### config.mk
export PLATFORM = sky130hd
export DESIGN_NAME = sgdm_momentum
export DESIGN_NICKNAME = d
export VERILOG_FILES = /design/src/rtl/sgdm_pkg.sv /design/src/rtl/sgdm_momentum.sv
export SDC_FILE = /design/constraint.sdc
export NUM_CORES = 2
export LEC_CHECK = 0
export ABC_AREA = 0
export BUFFER_PORTS_ARGS = -buffer_cell sky130_fd_sc_hd__buf_4
export CAP_MARGIN = 30
export CORE_AREA = 2 2 327 329
export CTS_CLUSTER_DIAMETER = 40
export DETAILED_ROUTE_END_ITERATION = 7
export DIE_AREA = 0 0 329 331
export GPL_TIMING_DRIVEN = 0
export PLACE_DENSITY = 0.72
export RECOVER_POWER = 100
export SKIP_CTS_REPAIR_TIMING = 1
export SLEW_MARGIN = 25
export SYNTH_ARGS = -nofsm -noshare
export SYNTH_HDL_FRONTEND = slang
export SYNTH_SLANG_ARGS = --single-unit
### constraint.sdc
create_clock -name clk_i -period 10.9 [get_ports clk_i]
set_input_delay 1.09 -clock clk_i [delete_from_list [all_inputs] [get_ports clk_i]]
set_output_delay 1.09 -clock clk_i [all_outputs]
set_load 0.01 [all_outputs]
### src/rtl/sgdm_pkg.sv
`timescale 1ns / 1ps
// ---------------------------------------------------------------------------
// sgdm_pkg
// Types, constants and fixed-point helpers shared by the SGD momentum update
// pipeline: word formats, register indexes and saturating arithmetic.
// ---------------------------------------------------------------------------
package sgdm_pkg;

  localparam int WORD_W    = 32;
  localparam int FRAC_W    = 16;
  localparam int SET_W     = 16;
  localparam int PROD_W    = 2 * WORD_W;
  localparam int SPROD_W   = WORD_W + SET_W + 2;
  localparam int CFG_IDX_W = 3;

  typedef logic signed [WORD_W-1:0]  word_t;
  typedef logic        [SET_W-1:0]   setting_t;
  typedef logic signed [PROD_W-1:0]  prod_t;
  typedef logic signed [SPROD_W-1:0] sprod_t;

  localparam word_t WORD_MAX = {1'b0, {(WORD_W-1){1'b1}}};
  localparam word_t WORD_MIN = {1'b1, {(WORD_W-1){1'b0}}};

  // One in Q0.16, needs one bit above the setting width
  localparam logic [SET_W:0] SET_ONE = (SET_W+1)'(1) << SET_W;

  localparam setting_t LR_RESET = 16'd655;

  typedef enum logic [CFG_IDX_W-1:0] {
    CFG_LEARNING_RATE = 3'd0,
    CFG_MOMENTUM      = 3'd1,
    CFG_DAMPENING     = 3'd2,
    CFG_DECAY         = 3'd3,
    CFG_NESTEROV      = 3'd4
  } cfg_idx_e;

  typedef struct packed {
    setting_t learning_rate;
    setting_t momentum_factor;
    setting_t dampening_factor;
    setting_t decay_factor;
    logic     nesterov_enable;
  } cfg_t;

  typedef struct packed {
    logic  sat;
    word_t val;
  } clip_t;

  // After gradient stage
  typedef struct packed {
    word_t param;
    word_t velocity;
    word_t mom_vel;
    word_t grad;
    logic  sat;
  } grad_t;

  // After momentum stage
  typedef struct packed {
    word_t param;
    word_t velocity;
    word_t step;
    logic  sat;
  } mom_t;

  typedef struct packed {
    word_t new_param;
    word_t new_velocity;
    logic  sat;
  } result_t;

  // Clip a wide signed value to the word range
  function automatic clip_t clip_word(prod_t x);
    logic [PROD_W-WORD_W:0] top;
    clip_t                  r;
    top = x[PROD_W-1:WORD_W-1];
    if ((top == '0) || (top == '1)) begin
      r.sat = 1'b0;
      r.val = x[WORD_W-1:0];
    end else begin
      r.sat = 1'b1;
      r.val = x[PROD_W-1] ? WORD_MIN : WORD_MAX;
    end
    return r;
  endfunction

  // Floor a setting product by the Q0.16 scale and clip
  function automatic clip_t scale_setting(sprod_t p);
    sprod_t sh;
    sh = p >>> SET_W;
    return clip_word(PROD_W'(sh));
  endfunction

  function automatic clip_t add_clip(word_t a, word_t b);
    logic signed [WORD_W:0] s;
    clip_t                  r;
    s = {a[WORD_W-1], a} + {b[WORD_W-1], b};
    if (s[WORD_W] != s[WORD_W-1]) begin
      r.sat = 1'b1;
      r.val = s[WORD_W] ? WORD_MIN : WORD_MAX;
    end else begin
      r.sat = 1'b0;
      r.val = s[WORD_W-1:0];
    end
    return r;
  endfunction

  function automatic clip_t sub_clip(word_t a, word_t b);
    logic signed [WORD_W:0] s;
    clip_t                  r;
    s = {a[WORD_W-1], a} - {b[WORD_W-1], b};
    if (s[WORD_W] != s[WORD_W-1]) begin
      r.sat = 1'b1;
      r.val = s[WORD_W] ? WORD_MIN : WORD_MAX;
    end else begin
      r.sat = 1'b0;
      r.val = s[WORD_W-1:0];
    end
    return r;
  endfunction

endpackage

### src/rtl/sgdm_momentum.sv
`timescale 1ns / 1ps
// ---------------------------------------------------------------------------
// sgdm_momentum
// Momentum stages: dampened gradient into the velocity, then the optional
// Nesterov look-ahead. Four register stages.
// ---------------------------------------------------------------------------
module sgdm_momentum (
  input  logic              clk_i,
  input  logic              rst_ni,
  input  sgdm_pkg::cfg_t    cfg_i,
  input  logic              up_valid_i,
  output logic              up_ready_o,
  input  sgdm_pkg::grad_t   up_data_i,
  output logic              down_valid_o,
  input  logic              down_ready_i,
  output sgdm_pkg::mom_t    down_data_o
);
  import sgdm_pkg::*;

  localparam int NSTG = 4;

  logic [NSTG-1:0] vld_q;
  logic [NSTG-1:0] rdy;

  // Stage C: keep times gradient
  grad_t  c_q;
  sprod_t c_kg_q, c_kg_d;
  // Stage D: new velocity
  word_t  d_param_q, d_vel_q, d_grad_q, d_vn_q;
  logic   d_sat_q, d_sat_d;
  clip_t  kg, vn;
  // Stage E: momentum times new velocity
  word_t  e_param_q, e_vel_q, e_grad_q, e_vn_q;
  logic   e_sat_q;
  sprod_t e_mvn_q, e_mvn_d;
  // Stage F: step
  mom_t   f_q, f_d;
  clip_t  nv, ns;

  logic           mom_on;
  logic [SET_W:0] keep;

  assign mom_on = (cfg_i.momentum_factor != '0);
  assign keep   = SET_ONE - {1'b0, cfg_i.dampening_factor};

  always_comb begin
    rdy[NSTG-1] = !vld_q[NSTG-1] || down_ready_i;
    for (int k = NSTG-2; k >= 0; k--) begin
      rdy[k] = !vld_q[k] || rdy[k+1];
    end
  end
  assign up_ready_o = rdy[0];

  always_comb begin
    c_kg_d  = $signed({1'b0, keep}) * up_data_i.grad;

    kg      = scale_setting(c_kg_q);
    vn      = add_clip(c_q.mom_vel, kg.val);
    d_sat_d = c_q.sat | (mom_on & (kg.sat | vn.sat));

    e_mvn_d = $signed({1'b0, cfg_i.momentum_factor}) * d_vn_q;

    nv = scale_setting(e_mvn_q);
    ns = add_clip(e_grad_q, nv.val);
    f_d.param = e_param_q;
    if (!mom_on) begin
      f_d.velocity = e_vel_q;
      f_d.step     = e_grad_q;
      f_d.sat      = e_sat_q;
    end else if (cfg_i.nesterov_enable) begin
      f_d.velocity = e_vn_q;
      f_d.step     = ns.val;
      f_d.sat      = e_sat_q | nv.sat | ns.sat;
    end else begin
      f_d.velocity = e_vn_q;
      f_d.step     = e_vn_q;
      f_d.sat      = e_sat_q;
    end
  end

  always_ff @(posedge clk_i or negedge rst_ni) begin
    if (!rst_ni) begin
      vld_q <= '0;
    end else begin
      if (rdy[0]) vld_q[0] <= up_valid_i;
      for (int k = 1; k < NSTG; k++) begin
        if (rdy[k]) vld_q[k] <= vld_q[k-1];
      end
    end
  end

  always_ff @(posedge clk_i) begin
    if (rdy[0] && up_valid_i) begin
      c_q    <= up_data_i;
      c_kg_q <= c_kg_d;
    end
    if (rdy[1] && vld_q[0]) begin
      d_param_q <= c_q.param;
      d_vel_q   <= c_q.velocity;
      d_grad_q  <= c_q.grad;
      d_vn_q    <= vn.val;
      d_sat_q   <= d_sat_d;
    end
    if (rdy[2] && vld_q[1]) begin
      e_param_q <= d_param_q;
      e_vel_q   <= d_vel_q;
      e_grad_q  <= d_grad_q;
      e_vn_q    <= d_vn_q;
      e_sat_q   <= d_sat_q;
      e_mvn_q   <= e_mvn_d;
    end
    if (rdy[3] && vld_q[2]) begin
      f_q <= f_d;
    end
  end

  assign down_valid_o = vld_q[NSTG-1];
  assign down_data_o  = f_q;

endmodule

Word-level counts from Yosys, hierarchy flattened
Index checks and enable logic that the tools add are counted.
{"block": "word_totals", "register_bits": 588, "output_inout_bits": 99}
{"block": "op_classes", "addsub": 3, "multipliers": 2, "n_eq_ne": 4, "mux": 10, "bitwise_logic": 5, "n_reduce_logical": 17}
{"operator": "$mux W33", "n": 5}
{"operator": "$mux W32", "n": 4}
{"operator": "$add A32 B32 Y33", "n": 2}
{"operator": "$eq A33 B33 Y1 const B", "n": 2}
{"operator": "$logic_not A33 Y1", "n": 2}
{"operator": "$mux W65", "n": 1}
{"operator": "$mul A18 B32 Y50", "n": 1}
{"operator": "$mul A17 B32 Y49", "n": 1}
{"operator": "$sub A17 B16 Y17 const A", "n": 1}
{"operator": "$reduce_bool A16 Y1", "n": 1}
{"operator": "$logic_or A1 B1 Y1", "n": 6}
{"operator": "$logic_and A1 B1 Y1", "n": 4}
{"operator": "$logic_not A1 Y1", "n": 4}
{"operator": "$or A1 B1 Y1", "n": 4}
{"operator": "$ne A1 B1 Y1", "n": 2}
{"operator": "$and A1 B1 Y1", "n": 1}

Depth between registers and ports, before layout
{"block": "depth", "word_depth": 9, "ltp_mapped": 33, "ltp_nobuf": 30}

Worst setup path before layout
No wires, ideal clock.
{"block": "synth_path", "path_type": "input port to flip-flop", "startpoint": "input port cfg_i[17] in the netlist's numbering", "endpoint": "register c_kg_q[43] (data pin)", "t_arrival_ps": 8721, "t_required_ps": 10641, "slack_ps": 1920, "stages": 30, "n_path_buf": 3, "cell_sequence": "clkbuf_1 clkbuf_1 inv_1 ha_1 inv_1 or4_4 or4_4 nor4_2 xnor2_1 clkbuf_1 and2_1 fa_1 fa_1 fa_1 fa_1 fa_1 inv_1 fa_1 inv_1 ha_1 nand2_1 o211a_1 a221o_1 a41oi_2 nor4_2 o41ai_4 a21oi_2 o21ai_4 a31oi_1 xnor2_1"}
{"block": "synth_via", "elab_chain_cells": 2}
{"element": "from (decl)", "line_no": "sgdm_momentum.sv:10", "text": "input sgdm_pkg::cfg_t cfg_i,"}
{"element": "$sub A17 B16 Y17", "line_no": "sgdm_momentum.sv:44", "text": "assign keep = SET_ONE - {1'b0, cfg_i.dampening_factor};"}
{"element": "$mul A18 B32 Y50", "line_no": "sgdm_momentum.sv:55", "text": "c_kg_d = $signed({1'b0, keep}) * up_data_i.grad;"}
{"element": "named net c_kg_d[43]", "line_no": "sgdm_momentum.sv:27", "text": "sprod_t c_kg_q, c_kg_d;"}
{"element": "to (signal assigned)", "line_no": "sgdm_momentum.sv:95", "text": "c_kg_q <= c_kg_d;"}
{"element": "to (decl)", "line_no": "sgdm_momentum.sv:27"}
The timed path passes the listed nets, and every way through them passes these cells.
A chain may end at the register's enable or synchronous reset.

Final worst setup path
Same ends and word-level chain as after synthesis.

==> qor.csv <==
metric;value;unit
FFs w/ async S/R, synth;0.721;%
DRT antenna net count;0;
largest net degree at the start of global routing;56;
CTS tree;built;
final hold vios;0;
wirelength, routed;153000;µm
most frequent cells in the layout;inv_1, fa_1, nand2_1, edfxtp_1, and2_1;
Slew headroom;-92.4;%
final critical-path required period;10.17;ns
peak fanout along the critical path;10;
Total GRT Usage;28.9;%
CTS max path bufs;3;
depth of the CTS H-tree;2;
number of global-route vias before repair;40800;
drt pass-1 iters;8;
# port buffers;262;
CP max stage delay;0.68;ns
worst r2r src;d_vn_q[7]$_DFFE_PP_;
Die Area;109000;µm²
failing checks;max-capacitance violations, max-slew violations;
CP Class;in -> reg;
Max Freq;98.4;MHz
Critical Path End Type;register;
DRT iter0 DRCs;3043;
die extent in x;329;µm
top-area cell type share of the netlist area;35.2;%
outcome;finished with violations;
cells after synthesis;5387;
CTS buffer count;59;
remaining global-route overflow;0;
routability cong.;0.984;
HPWL after DPL;127000;µm
most common cell after layout, fill and taps aside;inv_1;
critical path's most frequent cell;fa_1;
Worst-path clk slew;0.06;ns
CP arrival;10.54;ns
syn_nets;6892;
final setup fails;0;
Final WS setup;0.734;ns
top post-synthesis cells by area;fa_1, edfxtp_1, inv_1;
Slowest-stage cell, CP;clkbuf_1;
clk_lat worst skew;0.64;ns
maxcap violations;10;
Post-Place Worst Slack;0.544;ns
antenna violations before repair;11;
routed vias;38700;
proportion of layout cells with a drive suffix above 1;4.02;%
# IOs;297;
clk root buf;clkbuf_16;
Syn Area/Cell;10.7;µm²
crit start category;input pin;
leading area contributor after synthesis;fa_1;
Fillers;8928;
flops & latches, synth;555;
worst hold path class;in -> async;
max-slew violations;455;
Vias/cell;5.40;
Site Rows;119;
clk_skew;0.0352;ns
area delta synth->final;8.97;%
CP Data Required Time;11.27;ns
worst r2r dst;e_mvn_q[41]$_DFFE_PP_;
register area share after synthesis;29.0;%
Ys Warns;0;
Nets;7228;
Worst Max-Slew Pin Slew;2.89;ns
sum of negative setup slack;0;ns
post-route clock period utilization;93.3;%
R2R cell count;24;
top_reg_cell synth;edfxtp_1;
RSZ-0062 raised after global routing;no;
first-pass GRT wire length;235000;µm
wire per inst;21.4;µm
initial core utilization;54.7;%
core region area;105000;µm²
post-synthesis cell area;57400;µm²
count of different cell masters after synthesis;78;
number of synthesized flops with an enable pin;551;
reg-to-reg setup timing slack;1.83;ns
die height;331;µm
clk sinks;555;
DRC;0;
through the flow:
step                area, µm²  std cells  utilization (%)  hold WS [ns]
floorplan               57400       5387                -         0.400
global placement        61100       7040             58.2         0.401
detailed placement      61500       7053             58.5         0.405
CTS                     63500       7163             60.5         0.226
global route            62600       7163             59.6         0.288
finish                  62600       7166             59.6         0.299
cell families (layout without fill, tap and decap cells):
| kind of cell | after synthesis | count (layout) | synth area share, % |
|---|---|---|---|
| AOI/OAI and AO/OA | 455 | 455 | 4.99 |
| buffers and inverters | 1352 | 1737 | 8.86 |
| other | 0 | 3 | 0 |
| xor gates and xnor gates | 152 | 152 | 2.32 |
| muxes | 2 | 2 | 0.0349 |
| DFF | 555 | 555 | 29.0 |
| adders and majority gates | 1337 | 1337 | 42.2 |
| and+or+nand+nor | 1534 | 1534 | 12.6 |
synthesized netlist by cell type, types with 3 or more instances:
| library cell | n |
|---|---|
| and2_1 | 440 |
| a21oi_2 | 3 |
| edfxtp_1 | 551 |
| a21o_1 | 61 |
| inv_1 | 1136 |
| a2111oi_0 | 3 |
| a31o_2 | 4 |
| nor2_1 | 145 |
| o211ai_1 | 5 |
| clkbuf_1 | 205 |
| or4_1 | 5 |
| o21bai_1 | 13 |
| and3_1 | 9 |
| buf_2 | 7 |
| a31oi_1 | 17 |
| a21oi_1 | 123 |
| or4_4 | 3 |
| nand3_1 | 28 |
| maj3_1 | 30 |
| buf_1 | 4 |
| nand4_1 | 15 |
| xnor2_1 | 92 |
| dfrtp_1 | 4 |
| xor2_1 | 60 |
| nand2_1 | 804 |
| a211o_1 | 5 |
| o21a_1 | 15 |
| or2_2 | 6 |
| nor4_1 | 5 |
| a221oi_1 | 7 |
| nor2b_1 | 15 |
| fa_1 | 1008 |
| o31ai_1 | 5 |
| o21ai_0 | 129 |
| nor3_1 | 22 |
| o22ai_1 | 18 |
| nand2b_1 | 17 |
| ha_1 | 299 |
| and4_1 | 5 |
| a211oi_1 | 15 |
critical path, delay by kind of cell:
| kind | cells | cell delay [ns] |
|---|---|---|
| simple gates | 6 | 1.73 |
| fa+ha+maj | 8 | 3.41 |
| xor+xnor | 2 | 0.52 |
| buf+inv | 8 | 1.56 |
| compound gates | 7 | 2.21 |
state kept, by name, summed over array words and instances, names as in the netlist:
signal / flops
c_q: 129
down_data_o: 97
c_kg_q: 34
e_mvn_q: 33
d_grad_q: 32
d_param_q: 32
d_vel_q: 32
d_vn_q: 32
e_grad_q: 32
e_param_q: 32
e_vel_q: 32
e_vn_q: 32
vld_q: 4
d_sat_q: 1
e_sat_q: 1
metal layers:
layer / vias up / share of wire [%] / track usage [%]
met5: - / 0.0085 / 0
met4: 2 / 4.6 / 11.7
met2: 1538 / 50 / 49.8
met3: 304 / 7.5 / 3.80
li1: 17200 / - / -
met1: 19600 / 38 / 37.0
how the worst max path moves through the flow:
stage,start,slack (ns),end,cells after the start
after floorplan,cfg_i[17],1.92,c_kg_q[43]$_DFFE_PP_,30
after global placement,cfg_i[17],0.41,c_kg_q[43]$_DFFE_PP_,29
after detailed placement,cfg_i[17],0.54,c_kg_q[43]$_DFFE_PP_,31
after CTS,cfg_i[17],1.17,c_kg_q[43]$_DFFE_PP_,31
after global routing,cfg_i[17],0.40,c_kg_q[49]$_DFFE_PP_,31
final,cfg_i[17],0.73,c_kg_q[43]$_DFFE_PP_,31
layout make-up:
type / count / area, µm² / share of cell area, %
buffer: 216 / 815 / 1.30
timing repair buffer: 275 / 1410 / 2.25
inverter: 1136 / 4260 / 6.82
clock buffer: 62 / 1490 / 2.38
clock inverter: 48 / 546 / 0.872
tap: 1391 / 1740 / 2.78
antenna: 3 / 7.51 / 0.0120
sequential: 555 / 16600 / 26.6
multi-input combinational: 3480 / 35600 / 57.0
Power is not shown: default switching activity piles up to over one toggle a cycle in this logic, so the estimate is an artifact.
