`src/rtl/sgdm_pkg.sv`:
```
`timescale 1ns / 1ps
// ---------------------------------------------------------------------------
// sgdm_pkg
// Types, constants and fixed-point helpers shared by the SGD momentum update
// pipeline: word formats, register indexes and saturating arithmetic.
// ---------------------------------------------------------------------------
package sgdm_pkg;

  localparam int WORD_W    = 32;
  localparam int FRAC_W    = 16;
  localparam int SET_W     = 16;
  localparam int PROD_W    = 2 * WORD_W;
  localparam int SPROD_W   = WORD_W + SET_W + 2;
  localparam int CFG_IDX_W = 3;

  typedef logic signed [WORD_W-1:0]  word_t;
  typedef logic        [SET_W-1:0]   setting_t;
  typedef logic signed [PROD_W-1:0]  prod_t;
  typedef logic signed [SPROD_W-1:0] sprod_t;

  localparam word_t WORD_MAX = {1'b0, {(WORD_W-1){1'b1}}};
  localparam word_t WORD_MIN = {1'b1, {(WORD_W-1){1'b0}}};

  // One in Q0.16, needs one bit above the setting width
  localparam logic [SET_W:0] SET_ONE = (SET_W+1)'(1) << SET_W;

  localparam setting_t LR_RESET = 16'd655;

  typedef enum logic [CFG_IDX_W-1:0] {
    CFG_LEARNING_RATE = 3'd0,
    CFG_MOMENTUM      = 3'd1,
    CFG_DAMPENING     = 3'd2,
    CFG_DECAY         = 3'd3,
    CFG_NESTEROV      = 3'd4
  } cfg_idx_e;

  typedef struct packed {
    setting_t learning_rate;
    setting_t momentum_factor;
    setting_t dampening_factor;
    setting_t decay_factor;
    logic     nesterov_enable;
  } cfg_t;

  typedef struct packed {
    logic  sat;
    word_t val;
  } clip_t;

  // After gradient stage
  typedef struct packed {
    word_t param;
    word_t velocity;
    word_t mom_vel;
    word_t grad;
    logic  sat;
  } grad_t;

  // After momentum stage
  typedef struct packed {
    word_t param;
    word_t velocity;
    word_t step;
    logic  sat;
  } mom_t;

  typedef struct packed {
    word_t new_param;
    word_t new_velocity;
    logic  sat;
  } result_t;

  // Clip a wide signed value to the word range
  function automatic clip_t clip_word(prod_t x);
    logic [PROD_W-WORD_W:0] top;
    clip_t                  r;
    top = x[PROD_W-1:WORD_W-1];
    if ((top == '0) || (top == '1)) begin
      r.sat = 1'b0;
      r.val = x[WORD_W-1:0];
    end else begin
      r.sat = 1'b1;
      r.val = x[PROD_W-1] ? WORD_MIN : WORD_MAX;
    end
    return r;
  endfunction

  // Floor a setting product by the Q0.16 scale and clip
  function automatic clip_t scale_setting(sprod_t p);
    sprod_t sh;
    sh = p >>> SET_W;
    return clip_word(PROD_W'(sh));
  endfunction

  function automatic clip_t add_clip(word_t a, word_t b);
    logic signed [WORD_W:0] s;
    clip_t                  r;
    s = {a[WORD_W-1], a} + {b[WORD_W-1], b};
    if (s[WORD_W] != s[WORD_W-1]) begin
      r.sat = 1'b1;
      r.val = s[WORD_W] ? WORD_MIN : WORD_MAX;
    end else begin
      r.sat = 1'b0;
      r.val = s[WORD_W-1:0];
    end
    return r;
  endfunction

  function automatic clip_t sub_clip(word_t a, word_t b);
    logic signed [WORD_W:0] s;
    clip_t                  r;
    s = {a[WORD_W-1], a} - {b[WORD_W-1], b};
    if (s[WORD_W] != s[WORD_W-1]) begin
      r.sat = 1'b1;
      r.val = s[WORD_W] ? WORD_MIN : WORD_MAX;
    end else begin
      r.sat = 1'b0;
      r.val = s[WORD_W-1:0];
    end
    return r;
  endfunction

endpackage

```
`src/rtl/sgdm_cfg_regs.sv`:
```
`timescale 1ns / 1ps
// ---------------------------------------------------------------------------
// sgdm_cfg_regs
// Configuration register file: decodes plain writes into the optimiser
// settings and holds them for the pipeline.
// ---------------------------------------------------------------------------
module sgdm_cfg_regs (
  input  logic                              clk_i,
  input  logic                              rst_ni,
  input  logic                              cfg_we_i,
  input  logic [sgdm_pkg::CFG_IDX_W-1:0]    cfg_index_i,
  input  logic [sgdm_pkg::SET_W-1:0]        cfg_data_i,
  output sgdm_pkg::cfg_t                    cfg_o
);
  import sgdm_pkg::*;

  cfg_t cfg_q, cfg_d;

  always_comb begin
    cfg_d = cfg_q;
    if (cfg_we_i) begin
      unique case (cfg_idx_e'(cfg_index_i))
        CFG_LEARNING_RATE: cfg_d.learning_rate    = cfg_data_i;
        CFG_MOMENTUM:      cfg_d.momentum_factor  = cfg_data_i;
        CFG_DAMPENING:     cfg_d.dampening_factor = cfg_data_i;
        CFG_DECAY:         cfg_d.decay_factor     = cfg_data_i;
        CFG_NESTEROV:      cfg_d.nesterov_enable  = cfg_data_i[0];
        default:           cfg_d = cfg_q; // drop unknown index
      endcase
    end
  end

  always_ff @(posedge clk_i or negedge rst_ni) begin
    if (!rst_ni) begin
      cfg_q.learning_rate    <= LR_RESET;
      cfg_q.momentum_factor  <= '0;
      cfg_q.dampening_factor <= '0;
      cfg_q.decay_factor     <= '0;
      cfg_q.nesterov_enable  <= 1'b0;
    end else begin
      cfg_q <= cfg_d;
    end
  end

  assign cfg_o = cfg_q;

endmodule

```
`config.mk`:
```
export PLATFORM = sky130hd
export DESIGN_NAME = sgdm_cfg_regs
export DESIGN_NICKNAME = d
export VERILOG_FILES = /design/src/rtl/sgdm_pkg.sv /design/src/rtl/sgdm_cfg_regs.sv
export SDC_FILE = /design/constraint.sdc
export NUM_CORES = 1
export LEC_CHECK = 0
export BUFFER_PORTS_ARGS = -buffer_cell sky130_fd_sc_hd__buf_2
export CAP_MARGIN = 10
export CORE_ASPECT_RATIO = 0.7
export CORE_MARGIN = 3
export CORE_UTILIZATION = 40
export CTS_CLUSTER_DIAMETER = 30
export CTS_CLUSTER_SIZE = 10
export DETAILED_ROUTE_END_ITERATION = 10
export HOLD_SLACK_MARGIN = 0.12
export PLACE_DENSITY = 0.67
export SLEW_MARGIN = 20
export SYNTH_ARGS = -nofsm -noshare
export SYNTH_HDL_FRONTEND = slang
export SYNTH_SLANG_ARGS = --single-unit
```
`constraint.sdc`:
```
create_clock -name clk_i -period 0.85 [get_ports clk_i]
set_input_delay 0.0425 -clock clk_i [delete_from_list [all_inputs] [get_ports clk_i]]
set_output_delay 0.0425 -clock clk_i [all_outputs]
set_load 0.005 [all_outputs]
```
Word-level counts from Yosys, hierarchy flattened:

Cells that the tools add are included.

* add/subtract/negate cells: 0
* multiply operators: 0
* divide/modulo/power cells: 0
* $lt $le $gt $ge: 0
* equality and inequality tests: 4
* shifts and indexed selects: 0
* muxes and demuxes: 0
* bitwise gates (word level): 0
* reduce and logical (&&, ||, !) cells: 6

Operators by type and width (number)
* 2-bit AND reduction: 5
* 3-bit by 2-bit == test with 1-bit output, second input constant: 2
* 3-bit by 1-bit == test with 1-bit output, second input constant: 1
* 3-bit == test, second input constant: 1
* 3-bit logical NOT: 1

* register bits: 65
* bits in latches: 0
* memory bits (writable): 0
* bits in read-only memories: 0
* bits of input ports: 22
* output and inout bits: 65
* word-level logic and storage cells: 15
* memories kept: 0

Logic depth before layout (Yosys ltp):

Gate-level depths: netlist of run 1.

* word-level depth: 2
* depth in mapped cells: 4
* mapped depth without buffers: 2

Least setup slack after synthesis of run 1:

No wires, ideal clock.

* kind: input -> register
* from: in cfg_index_i[0] (netlist bit)
* to: reg cfg_q, in the netlist cfg_o[53]
* setup time: 125 ps
* arrival time: 1002 ps
* data required time: 725 ps
* path slack: -277 ps
* stages: 3
* buffers on the path: 1
* cells stage by stage: nor4b_4 > buf_6 > mux2_2

* longest elaborated chain between the ends: 2

RTL lines
* from (decl): RTL line sgdm_cfg_regs.sv:11 `input logic [sgdm_pkg::CFG_IDX_W-1:0] cfg_index_i,`
* 3-bit logical NOT: RTL line sgdm_cfg_regs.sv:22 `unique case (cfg_idx_e'(cfg_index_i))`
* 2-bit AND reduction (no line)
* to (signal assigned): RTL line sgdm_cfg_regs.sv:41 `cfg_q <= cfg_d;`
* to (decl): RTL line sgdm_cfg_regs.sv:17 `cfg_t cfg_q, cfg_d;`

Every way passes these cells.
A chain may end at the register's enable or synchronous reset.

Worst setup path after layout of run 1:

* from: reg cfg_q, in the netlist cfg_o[50]
* to: out cfg_o[50] (netlist bit)

RTL lines
* to (decl): RTL line sgdm_cfg_regs.sv:13 `output sgdm_pkg::cfg_t cfg_o`

No word-level cell between the ends.

==> results of run 1 <==
==> worst reg2reg max path, cell delays in order, from the launching register on <==
cell and delay (ns):
dfrtp_1 0.39, buf_4 0.13, mux2_4 0.26
==> cells by family after synthesis <==
family        Yosys count
mux                    65
simple gates            5
flops                  65
buf+inv                 6
==> per-layer routing <==
layer | part of all wire [%] | GRT usage [%]
met1 | 45 | 23.44
met2 | 48 | 28.37
met3 | 6.4 | 6.916
met4 | 0.44 | 6.278
met5 | 0 | 0
==> cell usage after synthesis, drive strengths merged <==
cell type,n,area (µm²)
nand4b,1,15.01
nor4b,1,23.77
dfstp,6,157.7
mux2,65,732.0
and4bb,3,37.54
buf,6,68.81
dfrtp,59,1476
==> power by group through the flow <==
stage	Clock, µW	Sequential [µW]	Combinational [µW]
6_report	2580	4220	2670
5_1_grt	2820	4310	2880
4_1_cts	2680	4190	2430
3_5_place_dp	0	4240	2010
3_3_place_gp	0	4240	1950
2_1_floorplan	0	4270	895
==> cell type report <==
class	instances	area [µm²]
Clock buffer	12	155.1
Clock inverter	3	40.04
Tap cell	75	93.84
Timing Repair Buffer	145	1092
Sequential cell	65	1634
Fill cell	412	1913
Multi-Input combinational cell	70	970.9
==> layout by cell type, fill, tap and decap left out, drive strengths merged, types with 2 or more instances in the layout <==
| cell | synthesis | routed |
|---|---|---|
| dfstp | 6 | 6 |
| clkinv | 0 | 2 |
| dlygate4sd3 | 0 | 17 |
| dfrtp | 59 | 59 |
| clkbuf | 0 | 12 |
| and4bb | 3 | 3 |
| mux2 | 65 | 65 |
| buf | 6 | 128 |
==> stage by stage <==
stage | setup TNS (ns) | cell area [µm²] | worst slack [ns] | utilization [%]
2_1_floorplan | -7.206 | 2669 | -0.2670 | -
3_3_place_gp | -16.30 | 3303 | -0.3009 | 55.99
3_5_place_dp | -17.45 | 3303 | -0.3271 | 55.99
4_1_cts | -4.836 | 3840 | -0.1928 | 65.09
5_1_grt | -7.762 | 3986 | -0.2066 | 67.57
6_report | -3.585 | 3986 | -0.1620 | 67.57
==> timing repair <==
action | in CTS | in global routing
hold buffers | 17 | 0
endpoints found under the setup margin | 65 | 88
endpoints found under the hold margin | 130 | 0
buffers inserted | 19 | 10
gates resized for setup | 5 | 19
gates cloned | 0 | 0
pin swaps | 0 | 1
==> worst paths after layout <==
path / from / to / slack (ns) / cells after the start
hold / removal: rst_ni / cfg_o[34] / 0.17 / 2
setup reg to reg: cfg_o[25] / cfg_o[25] / -0.04 / 2
hold reg to reg: cfg_o[13] / cfg_o[13] / 0.50 / 1
setup / recovery: cfg_o[50] / cfg_o[50] / -0.16 / 1
min in group clk_i: cfg_index_i[2] / cfg_o[63] / 0.28 / 4
max in group asynchronous: rst_ni / cfg_o[58] / 0.19 / 3
==> results_dict.tcl, run 1 <==
set metrics [dict create \
    synth_compound_area_share_pct 0 \
    grt_pass1_wl_um 9970 \
    drt-total-wl_um 6113 \
    die-area_mm2 0.007280 \
    max_slew.worst_pin.slew_ns 0.3453 \
    power_leakage_uw 0.001984 \
    syn_inst 141 \
    pin_count 87 \
    die_h_um 72.29 \
    crit_slowest_cell "dfstp_2" \
    hold_ws_ns 0.1691 \
    synth_seq_cells 65 \
    rsz0062_at_grt "true" \
    cp.required_ns 0.81 \
    synth-xor-area-share_pct 0 \
    drive_gt1_share_pct 73.90 \
    cp-end-kind "output pin" \
    syn_avg_cell_area_um2 17.81 \
    synth_top_family_by_area "multiplexers" \
    clockBufferDepth 2 \
    peakVddDrop_v 0.001049 \
    largest_register_ffs 65 \
    worst_clock_skew_ns 0 \
    yosysSeqAreaShare_pct 65.07 \
    grt_usage_pct 18.19 \
    cp_top_family "flip-flops" \
    die_w_um 100.7 \
    finalMaxSlewViolations 0 \
    cts-htree-levels 3 \
    dr.pass1.iters 4 \
    grt_pass1_vias 1912 \
    nets 313 \
    antenna_found_initial 0 \
    clk_root_buffer_cell "clkbuf_8" \
    synthMuxAreaShare_pct 29.15 \
    cp_slowest_stage_delay_ns 0.55 \
    switchingPower_uw 2309 \
    violations "setup timing" \
    outcome "finished, violations left" \
    worstSetupPathType "reg2out" \
    synthSimpleGateAreaFrac_pct 3.039 \
    setup_violations 94 \
    insertion_delay_ns 0.32 \
    switching_share_pct 24.40 \
    comb_power_share_pct 28.2 \
    synth-adder-area-share_pct 0 \
    cts_tree "built" \
    grt_max_degree 25 \
    critical_path.max_fanout 2 \
    via_per_inst 4.676 \
    hp-class "in2async" \
    cp_num_buf_inv 1 \
    hpwl_um 4132 \
    grt-ovfl-total 0 \
    fin_crit_ns 1.012 \
    synth_cell_type_count 9 \
    port_buffers 86 \
    worstPathArrival_ns 0.97 \
    drt_iter0_drc 30 \
    fmax_mhz 988.1 \
    power.total_uw 9463 \
    dp.cells 309 \
    area_growth_pct 58.74 \
    p_int_uw 7154 \
    core_region_area_mm2 0.005899 \
    cts_buffers 9 \
    syn-num-nets 163 \
    wl_per_cell_um 16.52 \
    drc_errors 0 \
    drv_cap 0 \
    fin_crit_sh_pct 119.1 \
    start_util_pct 42.57 \
    slew-limit-headroom_pct 76.98 \
    cts.sinks 65 \
    power_density_mw_per_mm2 2374 \
    place_congestion 0.7245 \
    hold_viol 0 \
    synth.cell_area_mm2 0.002511 \
    vias 1730 \
    power_frac_clock_pct 27.2 \
    setup_slack_ns -0.1620 \
    seq_power_share_pct 44.6 \
    layout.cells.non_filler 370 \
    drtAntennaViolNets 0 \
    cp-start-kind "flop" \
    clk_pin_slew_worst_paths_ns 0.07 \
    crit_chain "buf_6" \
    n_antenna_cell 0 \
    ys_warn_count 0 \
    fp-row-count 23 \
]
(Power assumes the default switching activity.)
==> run 2, diff against run 1 <==
==> constraint.sdc (replaced) <==
create_clock -name clk_i -period 1.17 [get_ports clk_i]
set_input_delay 0.0585 -clock clk_i [delete_from_list [all_inputs] [get_ports clk_i]]
set_output_delay 0.0585 -clock clk_i [all_outputs]
set_load 0.005 [all_outputs]
==> results_dict.tcl, run 2 (same netlist as run 1, synthesis figures left out) <==
set metrics [dict create \
    core_region_area_mm2 0.005899 \
    fmax_mhz 973.8 \
    nets 279 \
    insertion_delay_ns 0.33 \
    grt_pass1_vias 1676 \
    drtAntennaViolNets 0 \
    die_w_um 100.7 \
    worstSetupPathType "reg2out" \
    max_slew.worst_pin.slew_ns 0.3494 \
    fp-row-count 23 \
    pin_count 87 \
    comb_power_share_pct 21.2 \
    clk_root_buffer_cell "clkbuf_8" \
    grt_usage_pct 15.91 \
    final_common_cell "buf_2" \
    power_frac_clock_pct 28.2 \
    fin_crit_ns 1.027 \
    cts_setup_buffers 0 \
    place_congestion 0.6785 \
    antenna_found_initial 0 \
    hp-class "in2async" \
    wl_per_cell_um 15.77 \
    reg2reg_slack_ns 0.40 \
    power_leakage_uw 0.001622 \
    cp_slowest_stage_delay_ns 0.53 \
    cp_top_family "flip-flops" \
    die-area_mm2 0.007280 \
    critical_path.max_fanout 2 \
    crit_chain "buf_2" \
    dp.cells 304 \
    dpl-instance-area_mm2 0.003064 \
    drt_iter0_drc 43 \
    drv_cap 0 \
    via_per_inst 4.760 \
    layout_common_cells "buf_2, mux2_2, dfrtp_1" \
    outcome "completed" \
    cts_tree "built" \
    final_area_mm2 0.003416 \
    area_growth_pct 36.02 \
    worstReg2RegStart "cfg_o[48]" \
    switching_share_pct 25.82 \
    largest_register_ffs 65 \
    hold_viol 0 \
    start_util_pct 42.57 \
    worst_clock_skew_ns 0 \
    fin_crit_sh_pct 87.77 \
    rsz0062_at_grt "false" \
    layout.cells.non_filler 337 \
    dr.pass1.iters 2 \
    hpwl_um 3679 \
    drive_gt1_share_pct 70.99 \
    clk_pin_slew_worst_paths_ns 0.07 \
    slew-limit-headroom_pct 76.70 \
    cp_num_buf_inv 1 \
    port_buffers 86 \
    peakVddDrop_v 0.0009060 \
    worstPathArrival_ns 0.97 \
    power_density_mw_per_mm2 1747 \
    worstRegToRegCells 1 \
    drt-total-wl_um 5316 \
    crit_slowest_cell "dfstp_2" \
    grt_max_degree 66 \
    switchingPower_uw 1540 \
    clockBufferDepth 2 \
    vias 1604 \
    cts-htree-levels 3 \
    cts.sinks 65 \
    cp-start-kind "flop" \
    cp.required_ns 1.11 \
    p_int_uw 4426 \
    drc_errors 0 \
    cp-end-kind "output pin" \
    seq_power_share_pct 50.6 \
    timing.rr.end "cfg_o[48]" \
    finalMaxSlewViolations 0 \
    setup_violations 0 \
    n_antenna_cell 0 \
    worst-path-stages 1 \
    cts_buffers 9 \
    startpoint "cfg_o[58]" \
    grt-ovfl-total 0 \
    die_h_um 72.29 \
    grt_pass1_wl_um 8797 \
]
-- run 2: per-layer routing --
layer	vias up	wire length, µm	global-route usage [%]
li1	744	-	-
met1	811	2328	20.20
met2	44	2597	25.24
met3	5	332	5.860
met4	0	58	5.680
met5	-	0	0
-- run 2: worst max-delay path by stage --
stage / end / slack, ns
finish: cfg_o[58] / 0.14
global route: cfg_o[58] / 0.10
detailed placement: cfg_o[64] / -0.007
floorplan: cfg_o[53] / 0.03
global placement: cfg_o[63] / 0.006
CTS: cfg_o[58] / 0.12
-- run 2: through the flow --
| step | power, µW | hold WS (ns) | setup WS [ns] | setup TNS (ns) | util, % |
|---|---|---|---|---|---|
| floorplan | 3573 | -0.2371 | 0.02696 | 0 | - |
| global placement | 4261 | 0.1027 | 0.006194 | 0 | 51.94 |
| detailed placement | 4310 | 0.1002 | -0.007050 | -0.02434 | 51.94 |
| CTS | 6064 | 0.2499 | 0.1199 | 0 | 57.90 |
| global route | 6348 | 0.2680 | 0.1000 | 0 | 57.90 |
| finish | 5966 | 0.2604 | 0.1431 | 0 | 57.90 |
-- run 2: area by class of cell --
type,instances,area (µm²)
Fill cell,470,2484
Sequential cell,65,1634
Multi-Input combinational cell,70,808.3
Timing Repair Buffer,111,698.2
Clock buffer,11,151.4
Tap cell,75,93.84
Clock inverter,5,30.03
-- run 2: what timing repair did --
| action | 4_1_cts | 5_1_grt |
|---|---|---|
| hold buffers | 17 | 0 |
| setup endpoints to repair | 0 | 0 |
| gates resized for setup | 0 | 0 |
| hold endpoints to repair | 130 | 0 |
-- run 2: power groups by stage --
stage               logic [µW]  clock network, µW  registers, µW
floorplan                  481                  0           3090
global placement          1220                  0           3040
detailed placement        1250                  0           3060
CTS                       1290               1740           3030
global route              1400               1870           3090
finish                    1260               1680           3020
