`src/rtl/sgdm_pkg.sv`:
```
`timescale 1ns / 1ps
// ---------------------------------------------------------------------------
// sgdm_pkg
// Types, constants and fixed-point helpers shared by the SGD momentum update
// pipeline: word formats, register indexes and saturating arithmetic.
// ---------------------------------------------------------------------------
package sgdm_pkg;

  localparam int WORD_W    = 32;
  localparam int FRAC_W    = 16;
  localparam int SET_W     = 16;
  localparam int PROD_W    = 2 * WORD_W;
  localparam int SPROD_W   = WORD_W + SET_W + 2;
  localparam int CFG_IDX_W = 3;

  typedef logic signed [WORD_W-1:0]  word_t;
  typedef logic        [SET_W-1:0]   setting_t;
  typedef logic signed [PROD_W-1:0]  prod_t;
  typedef logic signed [SPROD_W-1:0] sprod_t;

  localparam word_t WORD_MAX = {1'b0, {(WORD_W-1){1'b1}}};
  localparam word_t WORD_MIN = {1'b1, {(WORD_W-1){1'b0}}};

  // One in Q0.16, needs one bit above the setting width
  localparam logic [SET_W:0] SET_ONE = (SET_W+1)'(1) << SET_W;

  localparam setting_t LR_RESET = 16'd655;

  typedef enum logic [CFG_IDX_W-1:0] {
    CFG_LEARNING_RATE = 3'd0,
    CFG_MOMENTUM      = 3'd1,
    CFG_DAMPENING     = 3'd2,
    CFG_DECAY         = 3'd3,
    CFG_NESTEROV      = 3'd4
  } cfg_idx_e;

  typedef struct packed {
    setting_t learning_rate;
    setting_t momentum_factor;
    setting_t dampening_factor;
    setting_t decay_factor;
    logic     nesterov_enable;
  } cfg_t;

  typedef struct packed {
    logic  sat;
    word_t val;
  } clip_t;

  // After gradient stage
  typedef struct packed {
    word_t param;
    word_t velocity;
    word_t mom_vel;
    word_t grad;
    logic  sat;
  } grad_t;

  // After momentum stage
  typedef struct packed {
    word_t param;
    word_t velocity;
    word_t step;
    logic  sat;
  } mom_t;

  typedef struct packed {
    word_t new_param;
    word_t new_velocity;
    logic  sat;
  } result_t;

  // Clip a wide signed value to the word range
  function automatic clip_t clip_word(prod_t x);
    logic [PROD_W-WORD_W:0] top;
    clip_t                  r;
    top = x[PROD_W-1:WORD_W-1];
    if ((top == '0) || (top == '1)) begin
      r.sat = 1'b0;
      r.val = x[WORD_W-1:0];
    end else begin
      r.sat = 1'b1;
      r.val = x[PROD_W-1] ? WORD_MIN : WORD_MAX;
    end
    return r;
  endfunction

  // Floor a setting product by the Q0.16 scale and clip
  function automatic clip_t scale_setting(sprod_t p);
    sprod_t sh;
    sh = p >>> SET_W;
    return clip_word(PROD_W'(sh));
  endfunction

  function automatic clip_t add_clip(word_t a, word_t b);
    logic signed [WORD_W:0] s;
    clip_t                  r;
    s = {a[WORD_W-1], a} + {b[WORD_W-1], b};
    if (s[WORD_W] != s[WORD_W-1]) begin
      r.sat = 1'b1;
      r.val = s[WORD_W] ? WORD_MIN : WORD_MAX;
    end else begin
      r.sat = 1'b0;
      r.val = s[WORD_W-1:0];
    end
    return r;
  endfunction

  function automatic clip_t sub_clip(word_t a, word_t b);
    logic signed [WORD_W:0] s;
    clip_t                  r;
    s = {a[WORD_W-1], a} - {b[WORD_W-1], b};
    if (s[WORD_W] != s[WORD_W-1]) begin
      r.sat = 1'b1;
      r.val = s[WORD_W] ? WORD_MIN : WORD_MAX;
    end else begin
      r.sat = 1'b0;
      r.val = s[WORD_W-1:0];
    end
    return r;
  endfunction

endpackage

```
`src/rtl/sgdm_apply.sv`:
```
`timescale 1ns / 1ps
// ---------------------------------------------------------------------------
// sgdm_apply
// Apply stages: learning rate times step, subtracted from the parameter.
// The second stage is the output register.
// ---------------------------------------------------------------------------
module sgdm_apply (
  input  logic              clk_i,
  input  logic              rst_ni,
  input  sgdm_pkg::cfg_t    cfg_i,
  input  logic              up_valid_i,
  output logic              up_ready_o,
  input  sgdm_pkg::mom_t    up_data_i,
  output logic              down_valid_o,
  input  logic              down_ready_i,
  output sgdm_pkg::result_t down_data_o
);
  import sgdm_pkg::*;

  logic    g_vld_q, h_vld_q;
  logic    g_rdy, h_rdy;
  word_t   g_param_q, g_vel_q;
  logic    g_sat_q;
  sprod_t  g_gs_q, g_gs_d;
  result_t h_q, h_d;
  clip_t   gs, nw;

  assign h_rdy      = !h_vld_q || down_ready_i;
  assign g_rdy      = !g_vld_q || h_rdy;
  assign up_ready_o = g_rdy;

  always_comb begin
    g_gs_d = $signed({1'b0, cfg_i.learning_rate}) * up_data_i.step;

    gs = scale_setting(g_gs_q);
    nw = sub_clip(g_param_q, gs.val);
    h_d.new_param    = nw.val;
    h_d.new_velocity = g_vel_q;
    h_d.sat          = g_sat_q | gs.sat | nw.sat;
  end

  always_ff @(posedge clk_i or negedge rst_ni) begin
    if (!rst_ni) begin
      g_vld_q <= 1'b0;
      h_vld_q <= 1'b0;
    end else begin
      if (g_rdy) g_vld_q <= up_valid_i;
      if (h_rdy) h_vld_q <= g_vld_q;
    end
  end

  always_ff @(posedge clk_i) begin
    if (g_rdy && up_valid_i) begin
      g_param_q <= up_data_i.param;
      g_vel_q   <= up_data_i.velocity;
      g_sat_q   <= up_data_i.sat;
      g_gs_q    <= g_gs_d;
    end
    if (h_rdy && g_vld_q) begin
      h_q <= h_d;
    end
  end

  assign down_valid_o = h_vld_q;
  assign down_data_o  = h_q;

endmodule

```
`config.mk`:
```
export PLATFORM = sky130hd
export DESIGN_NAME = sgdm_apply
export DESIGN_NICKNAME = d
export VERILOG_FILES = /design/src/rtl/sgdm_pkg.sv /design/src/rtl/sgdm_apply.sv
export SDC_FILE = /design/constraint.sdc
export NUM_CORES = 1
export LEC_CHECK = 0
export ABC_AREA = 1
export BUFFER_PORTS_ARGS = -buffer_cell sky130_fd_sc_hd__clkbuf_2
export CAP_MARGIN = 25
export CORE_ASPECT_RATIO = 0.8
export CORE_MARGIN = 10
export CORE_UTILIZATION = 25
export DETAILED_ROUTE_END_ITERATION = 12
export PLACE_DENSITY_LB_ADDON = 0.3
export SLEW_MARGIN = 20
export SYNTH_ARGS = -nofsm -noshare
export SYNTH_HDL_FRONTEND = slang
export SYNTH_SLANG_ARGS = --single-unit
```
`constraint.sdc`:
```
create_clock -name clk_i -period 6.95 [get_ports clk_i]
set_clock_uncertainty 0.1 [all_clocks]
set_input_delay 1.0425 -clock clk_i [delete_from_list [all_inputs] [get_ports clk_i]]
set_output_delay 1.0425 -clock clk_i [all_outputs]
set_load 0.01 [all_outputs]
```
# ---- Word level (Yosys, flattened, before mapping)
# Cells that the tools add are included.
dict set report word_totals {
  out_inout_bits 67
  input_bits 166
  register_bits 182
}
dict set report classes {
  n_mux 4
  reduce_logical 8
  n_addsub 1
  n_eq_ne 2
  multipliers 1
  bitwise_logic 2
}
# operator n
set ops {}
lappend ops {{2-to-1 mux 33 bit} 2}
lappend ops {{2-to-1 mux 32 bit} 2}
lappend ops {{multiplier 17 x 32 -> 49 bit} 1}
lappend ops {{== test 33 bit (second input constant)} 1}
lappend ops {{logical NOT 33 bit} 1}
lappend ops {{subtractor 32 x 32 -> 33 bit} 1}
lappend ops {{logical OR 1 bit} 3}
lappend ops {{logical AND 1 bit} 2}
lappend ops {{logical NOT 1 bit} 2}
lappend ops {{bitwise OR 1 bit} 2}
lappend ops {{!= test 1 bit} 1}

# ---- Logic depth before layout (Yosys ltp)
# Gate-level depths: netlist of the first run.
dict set report depth {
  ltp_word 7
  depth_mapped 27
  depth_no_buf 25
}

# ---- Worst setup path after synthesis of the first run
# No wires, ideal clock.
dict set report synth_path {
  path_type {input to register}
  startpoint {input port up_data_i[32] (netlist name)}
  endpoint {register g_gs_q[48], data pin}
  stages 20
  arrival_time_ps 6256
  path_slack_ps 342
  cell_sequence {clkbuf_1 > clkbuf_1 > nand2_1 > fa_1 > fa_1 > inv_1 > fa_1 > inv_1 > fa_1 > fa_1 > fa_1 > inv_1 > ha_1 > inv_1 > nor3_1 > nand2_1 > nor4_1 > nand2_1 > nand3_1 > nand2_1}
}
dict set report synth_via {
  elab_chain_len 1
}
# item line
set synth_lines {}
lappend synth_lines {{start: declaration} sgdm_apply.sv:13} ;# input sgdm_pkg::mom_t up_data_i,
lappend synth_lines {{multiplier 17 x 32 -> 49 bit} sgdm_apply.sv:33} ;# g_gs_d = $signed({1'b0, cfg_i.learning_rate}) * up_data_i.step;
lappend synth_lines {{net g_gs_d[48]} sgdm_apply.sv:24} ;# sprod_t g_gs_q, g_gs_d;
lappend synth_lines {{end signal: assignment} sgdm_apply.sv:57} ;# g_gs_q <= g_gs_d;
lappend synth_lines {{end: declaration} sgdm_apply.sv:24}
# The timed path passes the listed nets, and every way through them passes these cells.
# A chain may end at the register's enable or synchronous reset.

# ---- Worst setup path in the final report of the first run
dict set report layout_path {
  startpoint {input port cfg_i[52] (netlist name)}
  endpoint {register g_gs_q[39], data pin}
}
dict set report layout_via {
  elab_chain_len 1
}
# item line
set layout_lines {}
lappend layout_lines {{start: declaration} sgdm_apply.sv:10} ;# input sgdm_pkg::cfg_t cfg_i,
lappend layout_lines {{multiplier 17 x 32 -> 49 bit} sgdm_apply.sv:33}
lappend layout_lines {{net g_gs_d[39]} sgdm_apply.sv:24}
# The timed path passes the listed nets, and every way through them passes these cells.

==> impl_metrics.toml, run 1 <==
[route]
drt_iter0_markers = 1180
vias = 20890
drcViolationCount = 0
wl_um = 78100
drtAntennaViolNets = 0
firstDrtPassIters = 5
wl_per_cell_um = 15.66
routed_via_density = 4.189

[final_layout]
drive_gt1_share_pct = 9.809
multi_input_area_um2 = 17980
final_common_cell = "nand2_1"
nNetsFinal = 4358
fillCellCount = 11650
fin_cells = 4986
seq_area_um2 = 4945
most-common-layout-cells = "nand2_1 (992), inv_1 (962), fa_1 (488), clkbuf_2 (183), edfxtp_1 (163)"
area_growth_pct = 13.49

[yosys]
synthSimpleGateAreaFrac_pct = 18.94
syn_nets = 4180
yosys_warnings = 0
synth_top_area_share_pct = 36.16
synth_xor_area_share_pct = 0.6484
synth_top_cells_by_area = "fa_1 (36%), edfxtp_1 (18%), nand2_1 (14%), inv_1 (13%), ha_1 (6.9%)"
syn_inst = 3377
synth.mux.area_fraction_pct = 0
syn_avg_cell_area_um2 = 8.000
ys_seq_area_share_pct = 18.30
yosys.area_share.adder_pct = 43.06
synth_top_family_by_area = "adder cells"
synth.distinct_cells = 34
synth_compound_area_share_pct = 3.876
synth_top_area_cell = "fa_1"
syn_area_um2 = 27020
ys_ff_latch = 165

[floorplanning]
die_h_um = 314.0
die_w_um = 387.5
row_count = 107
die_area_um2 = 121700
io_pins = 233
start_util_pct = 25.29
coreArea_um2 = 106800

[critical_path]
reg2reg_from = "g_gs_q[48]$_DFFE_PP_"
critical_path_class = "input port to flip-flop"
reg2reg_to = "down_data_o[45]$_DFFE_PP_"
ff2ff_setup_slack_ns = 1.79
cp.required_ns = 7.02
start_kind = "input port"
worst_setup_path_end_kind = "flip-flop"
critPathArrivalTime_ns = 6.56
r2r.worst_path.cells = 19
worstPathMaxFanout = 10

[cts]
cts_resized = 0
cts_buffers = 17
cts.sinks = 165
clkLatencyLatePin_ns = 0.44
postCtsSetupRepairBufs = 0
cts_htree_levels = 4
root_buffer = "clkbuf_16"
clk_path_buf_depth = 2
cts_tree = "done"
postCtsHoldBufs = 0
path_clk_slew_ns = 0.07

[timing]
setup_viol = 0
slew_headroom_pct = 39.60
timing.final.hold_violations = 0
holdWs_ns = 0.2727
finalCriticalPeriod_ns = 6.493
fin_setup_tns_ns = 0
rsz0062_at_grt = "no"
finalCritPeriodShare_pct = 93.42
timing.fmax_ghz = 0.1540
worstMarginPinSlew_ns = 0.9050
finalMaxSlewViolations = 0

[place]
hpwl_um = 66220
globalplace.congestion = 0.8823
port_buffers = 183
placed_cells = 4953

[global_route]
grt_max_degree = 62
overflow = 0
grt.total_usage_pct = 13.04
grt_pass1_vias = 22230
grt_antenna_before_repair = 1
grt_pass1_wl_um = 126600

[run]
drv_cap = 0

[status]
status = "completed"

[worst_hold_path]
hp-class = "input port to async pin"
cells by family (layout without fill, tap and decap cells):
| logic type | after synthesis | count (layout) |
|---|---|---|
| compound gates | 193 | 193 |
| xor+xnor | 20 | 20 |
| fa+ha+maj | 637 | 637 |
| buf+inv | 1086 | 1277 |
| flops | 165 | 165 |
| other cells | 0 | 1 |
| simple gates | 1276 | 1276 |
sequential cells by signal, summed over array words and instances (netlist names):
signal,cells
down_data_o,65
down_valid_o,1
g_gs_q,33
g_param_q,32
g_sat_q,1
g_vel_q,32
g_vld_q,1
per-stage QoR:
step	setup slack [ns]	area (um^2)	util, %
finish	0.4572	30660	28.70
global route	0.1346	30660	28.70
CTS	0.4779	30660	28.70
detailed placement	0.03306	30100	28.17
global placement	0.04693	30100	28.17
floorplan	0.3421	27020	-
worst max-delay path, stage by stage:
cell	delay, ns
clkbuf_2	0.35
nand2_1	0.18
fa_1	0.80
fa_1	0.48
inv_1	0.08
fa_1	0.46
fa_1	0.51
fa_1	0.49
inv_1	0.05
fa_1	0.51
inv_1	0.05
ha_1	0.33
nand2_1	0.10
buf_4	0.14
nor2_1	0.16
nand2_1	0.12
nor3_1	0.25
nand3_1	0.19
nand4_1	0.14
nand2_1	0.11
synthesized netlist by cell type, drive strengths merged:
| cell type | n |
|---|---|
| a21boi | 1 |
| a21o | 2 |
| a21oi | 91 |
| and2 | 3 |
| and3 | 1 |
| buf | 5 |
| clkbuf | 117 |
| dfrtp | 2 |
| edfxtp | 163 |
| fa | 488 |
| ha | 149 |
| inv | 964 |
| nand2 | 1007 |
| nand3 | 100 |
| nand3b | 4 |
| nand4 | 23 |
| nor2 | 115 |
| nor3 | 12 |
| nor4 | 2 |
| o211a | 1 |
| o211ai | 2 |
| o21a | 7 |
| o21ai | 75 |
| o21bai | 14 |
| or2 | 9 |
| xnor2 | 6 |
| xor2 | 14 |
how the worst max path moves through the flow:
stage	from	to	slack, ns
final	cfg_i[52]	g_gs_q[39]$_DFFE_PP_	0.46
after global routing	cfg_i[52]	g_gs_q[39]$_DFFE_PP_	0.13
after floorplan	up_data_i[32]	g_gs_q[48]$_DFFE_PP_	0.34
after detailed placement	cfg_i[52]	g_gs_q[39]$_DFFE_PP_	0.03
after global placement	cfg_i[52]	g_gs_q[37]$_DFFE_PP_	0.05
after CTS	cfg_i[52]	g_gs_q[39]$_DFFE_PP_	0.48
routing by layer:
metal	part of all wire, %	track usage (%)	wire length, um	up-vias
met5	0	0	0	-
met4	1.5	2.168	1183	0
met3	3.8	1.435	2988	69
met2	48	22.64	37630	397
met1	46	17.63	36290	10280
li1	-	-	-	10140
layout make-up:
type,count,area share [%]
diodes,1,0.008161
clock buffers,17,1.387
clock inverters,15,0.4366
inverters,964,11.81
multi-input cells,2126,58.65
flip-flops and latches,165,16.13
well taps,1417,5.782
repair buffers,281,5.794
Power of run 1 is not shown: default switching activity piles up to over one toggle a cycle in this logic, so the estimate is an artifact.
==> inputs of run 2 (changes only) <==
--- a/config.mk
+++ b/config.mk
@@ -8,8 +8,7 @@
 export ABC_AREA = 1
 export BUFFER_PORTS_ARGS = -buffer_cell sky130_fd_sc_hd__clkbuf_2
-export CAP_MARGIN = 25
 export CORE_ASPECT_RATIO = 0.8
 export CORE_MARGIN = 10
-export CORE_UTILIZATION = 25
+export CORE_UTILIZATION = 59
 export DETAILED_ROUTE_END_ITERATION = 12
 export PLACE_DENSITY_LB_ADDON = 0.3
==> constraint.sdc (replaced) <==
create_clock -name clk_i -period 6.95 [get_ports clk_i]
set_clock_uncertainty 0.1 [all_clocks]
set_input_delay 0 -clock clk_i [delete_from_list [all_inputs] [get_ports clk_i]]
set_output_delay 0 -clock clk_i [all_outputs]
set_load 0.01 [all_outputs]
==> run 2 against run 1 <==
Net effect: first-iteration DRC count increased by 60%; register-to-register slack got worse by 0.21 ns; die area decreased by 55%; sequential share of layout area increased by 0.56 points; worst setup slack improved by 0.69 ns; non-clock buffer count decreased by 19; critical path type unchanged; routed wire length decreased by 8.4%; cell count decreased by 17%; worst hold slack got worse by 0.11 ns; count of clock-buffer cells in the layout unchanged; core utilization increased by 36 points.
==> impl_metrics.toml, run 2 (synthesis gave the netlist of run 1 again) <==
[final_layout]
nNetsFinal = 4339
final_common_cell = "nand2_1"
area_growth_pct = 9.661
fillCellCount = 3904
postLayoutCellArea_um2 = 29630
largest_reg_flops = 65
drive_gt1_share_pct = 7.354
n_antenna_cell = 0
most-common-layout-cells = "nand2_1 (992), inv_1 (962), fa_1 (488), clkbuf_2 (183), edfxtp_1 (163)"
fin_util_pct = 65.18

[timing]
timing.fmax_ghz = 0.1722
worstMarginPinSlew_ns = 1.050
finalCritPeriodShare_pct = 83.54
fin_setup_tns_ns = 0
finalMaxSlewViolations = 0
slew_headroom_pct = 29.98
finalCriticalPeriod_ns = 5.806
rsz0062_at_grt = "no"
timing.final.hold_violations = 0
setup_viol = 0

[route]
drtAntennaViolNets = 0
drt_iter0_markers = 1887
drcViolationCount = 0
firstDrtPassIters = 6
wl_um = 71550
wl_per_cell_um = 17.20
routed_via_density = 5.197
vias = 21630

[critical_path]
start_kind = "input port"
slowest_stage = "fa_1"
critPathTopFamily = "adder cells"
worstPathMaxFanout = 32
critPathArrivalTime_ns = 5.91
cp.required_ns = 7.05
crit_buf_inv = 4
critical_path_class = "input port to flip-flop"
cp_slowest_stage_delay_ns = 0.74
worst_setup_path_end_kind = "flip-flop"
critPathMostFrequentCell = "fa_1"
path_cells = "clkbuf_2 > nand2_1 > fa_1 > fa_1 > inv_1 > fa_1 > fa_1 > fa_1 > inv_1 > fa_1 > inv_1 > ha_1 > nand2_1 > nor2_1 > nand2_1 > nor2_1 > nand3_1 > nand4_1 > nand2_1"

[place]
globalplace.congestion = 0.9760
hpwl_um = 56360
port_buffers = 183
postPlaceCellArea_um2 = 28290

[cts]
clk_path_buf_depth = 2
cts.sinks = 165
postCtsSetupRepairBufs = 0
cts_resized = 0
path_clk_slew_ns = 0.09
cts_htree_levels = 4
cts_tree = "done"
postCtsHoldBufs = 71
cts_buffers = 17
clkLatencyLatePin_ns = 0.45
root_buffer = "clkbuf_16"

[global_route]
grt_max_degree = 73
grt_pass1_wl_um = 117300
grt_pass1_vias = 22400
grt_antenna_before_repair = 0
grt.total_usage_pct = 27.10
overflow = 0

[status]
status = "completed"

[floorplanning]
die_h_um = 211.4
io_pins = 233
coreArea_um2 = 45460
start_util_pct = 59.44
die_w_um = 259.3
row_count = 70
die_area_um2 = 54810

[run]
drv_cap = 0

[worst_hold_path]
hp-class = "input port to flip-flop"
## run 2: cell type report
class | instances | area [um^2] | share of cell area (%)
clock inverters | 15 | 198.9 | 0.6715
repair buffers | 262 | 1687 | 5.693
well taps | 612 | 765.7 | 2.585
flip-flops and latches | 165 | 4945 | 16.69
clock buffers | 17 | 425.4 | 1.436
multi-input cells | 2126 | 17980 | 60.70
inverters | 964 | 3621 | 12.22
## run 2: per-layer routing
metal	routed length, um	vias up	global-route usage, %
met5	0	-	0
met4	1423	0	6.261
met3	6468	125	5.486
met2	33060	951	43.03
met1	30590	10450	37.87
li1	-	10100	-
## run 2: metrics by stage
stage               hold WS (ns)  setup slack (ns)  std cells
floorplan                -0.3956             1.385       3377
detailed placement       -0.3059            0.7638       4058
finish                    0.1660             1.144       4161
global placement         -0.3090            0.8875       4058
CTS                       0.1425             1.231       4161
global route              0.1513            0.8473       4161
## run 2: path summary, 6_finish.rpt
| path | slack (ns) | start | depth (start not counted) | end |
|---|---|---|---|---|
| setup / recovery | 1.14 | cfg_i[53] | 19 | g_gs_q[43]$_DFFE_PP_ |
| hold / removal | 0.17 | up_data_i[63] | 2 | g_vel_q[30]$_DFFE_PP_ |
| setup reg to reg | 1.58 | g_gs_q[48]$_DFFE_PP_ | 18 | down_data_o[45]$_DFFE_PP_ |
| hold reg to reg | 0.32 | g_vel_q[3]$_DFFE_PP_ | 0 | down_data_o[4]$_DFFE_PP_ |
| max in group asynchronous | 6.29 | rst_ni | 3 | down_valid_o$_DFFE_PN0P_ |
| min in group asynchronous | 0.31 | rst_ni | 3 | g_vld_q$_DFFE_PN0N_ |
Power of run 2 is left out for the same reason.
==> inputs of run 3 (changes only) <==
- clock period: 6.95 -> 5.6 ns (I/O delays scaled with it)
==> run 3 against run 2 <==
Net effect: flip-flop and latch count did not move; via count rose by 0.78%; cell count rose by 3.0%; count of clock-buffer cells in the layout did not move; register-to-register slack got worse by 0.58 ns; global-route usage rose by 0.15 points; sequential share of layout area fell by 0.63 points; final area rose by 3.9%.
==> impl_metrics.toml, run 3 (synthesis gave the netlist of run 1 again) <==
[timing]
rsz0062_at_grt = "no"
worstMarginPinSlew_ns = 0.7564
setup_viol = 0
finalCriticalPeriod_ns = 5.208
timing.fmax_ghz = 0.1920
timing.final.hold_violations = 0
slew_headroom_pct = 49.46
finalCritPeriodShare_pct = 93.00
fin_setup_tns_ns = 0
finalMaxSlewViolations = 0

[route]
drtAntennaViolNets = 0
wl_per_cell_um = 16.65
vias = 21800
wl_um = 71370
routed_via_density = 5.085
drcViolationCount = 0
drt_iter0_markers = 1883
firstDrtPassIters = 7

[final_layout]
largest_reg_flops = 65
area_growth_pct = 13.95
fillCellCount = 3759
drive_gt1_share_pct = 10.46
most-common-layout-cells = "nand2_1 (992), inv_1 (962), fa_1 (488), clkbuf_2 (183), edfxtp_1 (163)"
nNetsFinal = 4462
final_common_cell = "nand2_1"

[critical_path]
worst_setup_path_end_kind = "flip-flop"
critical_path_class = "input port to flip-flop"
worstPathMaxFanout = 15
critPathArrivalTime_ns = 5.30
start_kind = "input port"
r2r.worst_path.cells = 17
cp.required_ns = 5.70

[floorplanning]
row_count = 70
die_h_um = 211.4
die_w_um = 259.3
io_pins = 233
coreArea_um2 = 45460
start_util_pct = 59.44
die_area_um2 = 54810

[cts]
clk_path_buf_depth = 2
postCtsSetupRepairBufs = 0
root_buffer = "clkbuf_16"
cts_htree_levels = 4
path_clk_slew_ns = 0.09
cts.sinks = 165
clkLatencyLatePin_ns = 0.46
cts_buffers = 17
cts_tree = "done"

[global_route]
grt_max_degree = 55
grt_antenna_before_repair = 1
grt_pass1_vias = 22740
grt_pass1_wl_um = 118700
grt.total_usage_pct = 27.25
overflow = 0

[place]
globalplace.congestion = 0.9696
port_buffers = 183
hpwl_um = 59200

[worst_hold_path]
min_path_cells = 2
hp-class = "input port to flip-flop"

[status]
status = "completed"

[run]
drv_cap = 0
-- run 3: metal layers --
metal  vias up  routed length, um  track usage [%]
li1      10360                  -                -
met4         0               1087            5.496
met5         -                  0                0
met2       807              33070            43.58
met1     10540              31580            38.64
met3        86               5626            4.760
-- run 3: timing repair --
item                                   in CTS  in global routing
hold buffers                               71                  0
endpoints found under the hold margin      69                  0
gates resized for setup                     0                  0
-- run 3: final cells by class --
class	count	area [um^2]	share of cell area, %
multi-input combinational	2126	17980	58.42
sequential	165	4945	16.06
inverter	964	3621	11.76
timing repair buffer	385	2823	9.169
tap	612	765.7	2.487
clock buffer	17	425.4	1.382
clock inverter	15	216.5	0.7031
antenna	2	5.005	0.01626
-- run 3: worst paths after layout --
path	slack, ns	from	endpoint
worst min-delay path	0.15	up_data_i[38]	g_vel_q[5]$_DFFE_PP_
worst min register to register	0.32	g_vel_q[11]$_DFFE_PP_	down_data_o[12]$_DFFE_PP_
worst max register to register	1.00	g_gs_q[48]$_DFFE_PP_	down_data_o[41]$_DFFE_PP_
worst max-delay path	0.39	cfg_i[51]	g_gs_q[45]$_DFFE_PP_
max in group asynchronous	4.94	rst_ni	g_vld_q$_DFFE_PN0N_
min in group asynchronous	0.33	rst_ni	down_valid_o$_DFFE_PN0P_
-- run 3: stage by stage --
stage	cell area, um^2	util, %	setup slack [ns]	instances	hold WS [ns]
2_1_floorplan	27020	-	0.03463	3377	-0.3956
3_3_place_gp	29430	64.74	0.01805	4181	-0.3095
3_5_place_dp	29430	64.74	0.01448	4181	-0.3073
4_1_cts	30780	67.72	0.4704	4284	0.1434
5_1_grt	30780	67.72	0.1140	4285	0.1562
6_report	30790	67.73	0.3918	4286	0.1511
-- run 3: critical path: stages --
cell and delay, ns:
clkbuf_2 0.13, buf_4 0.22, buf_4 0.21, nand2_1 0.06, inv_1 0.05, fa_1 0.55
inv_1 0.06, fa_1 0.45, fa_1 0.51, fa_1 0.55, inv_1 0.06, fa_1 0.50
fa_1 0.42, ha_1 0.32, nand2_1 0.11, nor2_1 0.27, nand2_1 0.12, o211ai_1 0.31
nand2_1 0.18, nand4_1 0.14, nand2_1 0.07
Power of run 3 is left out for the same reason.
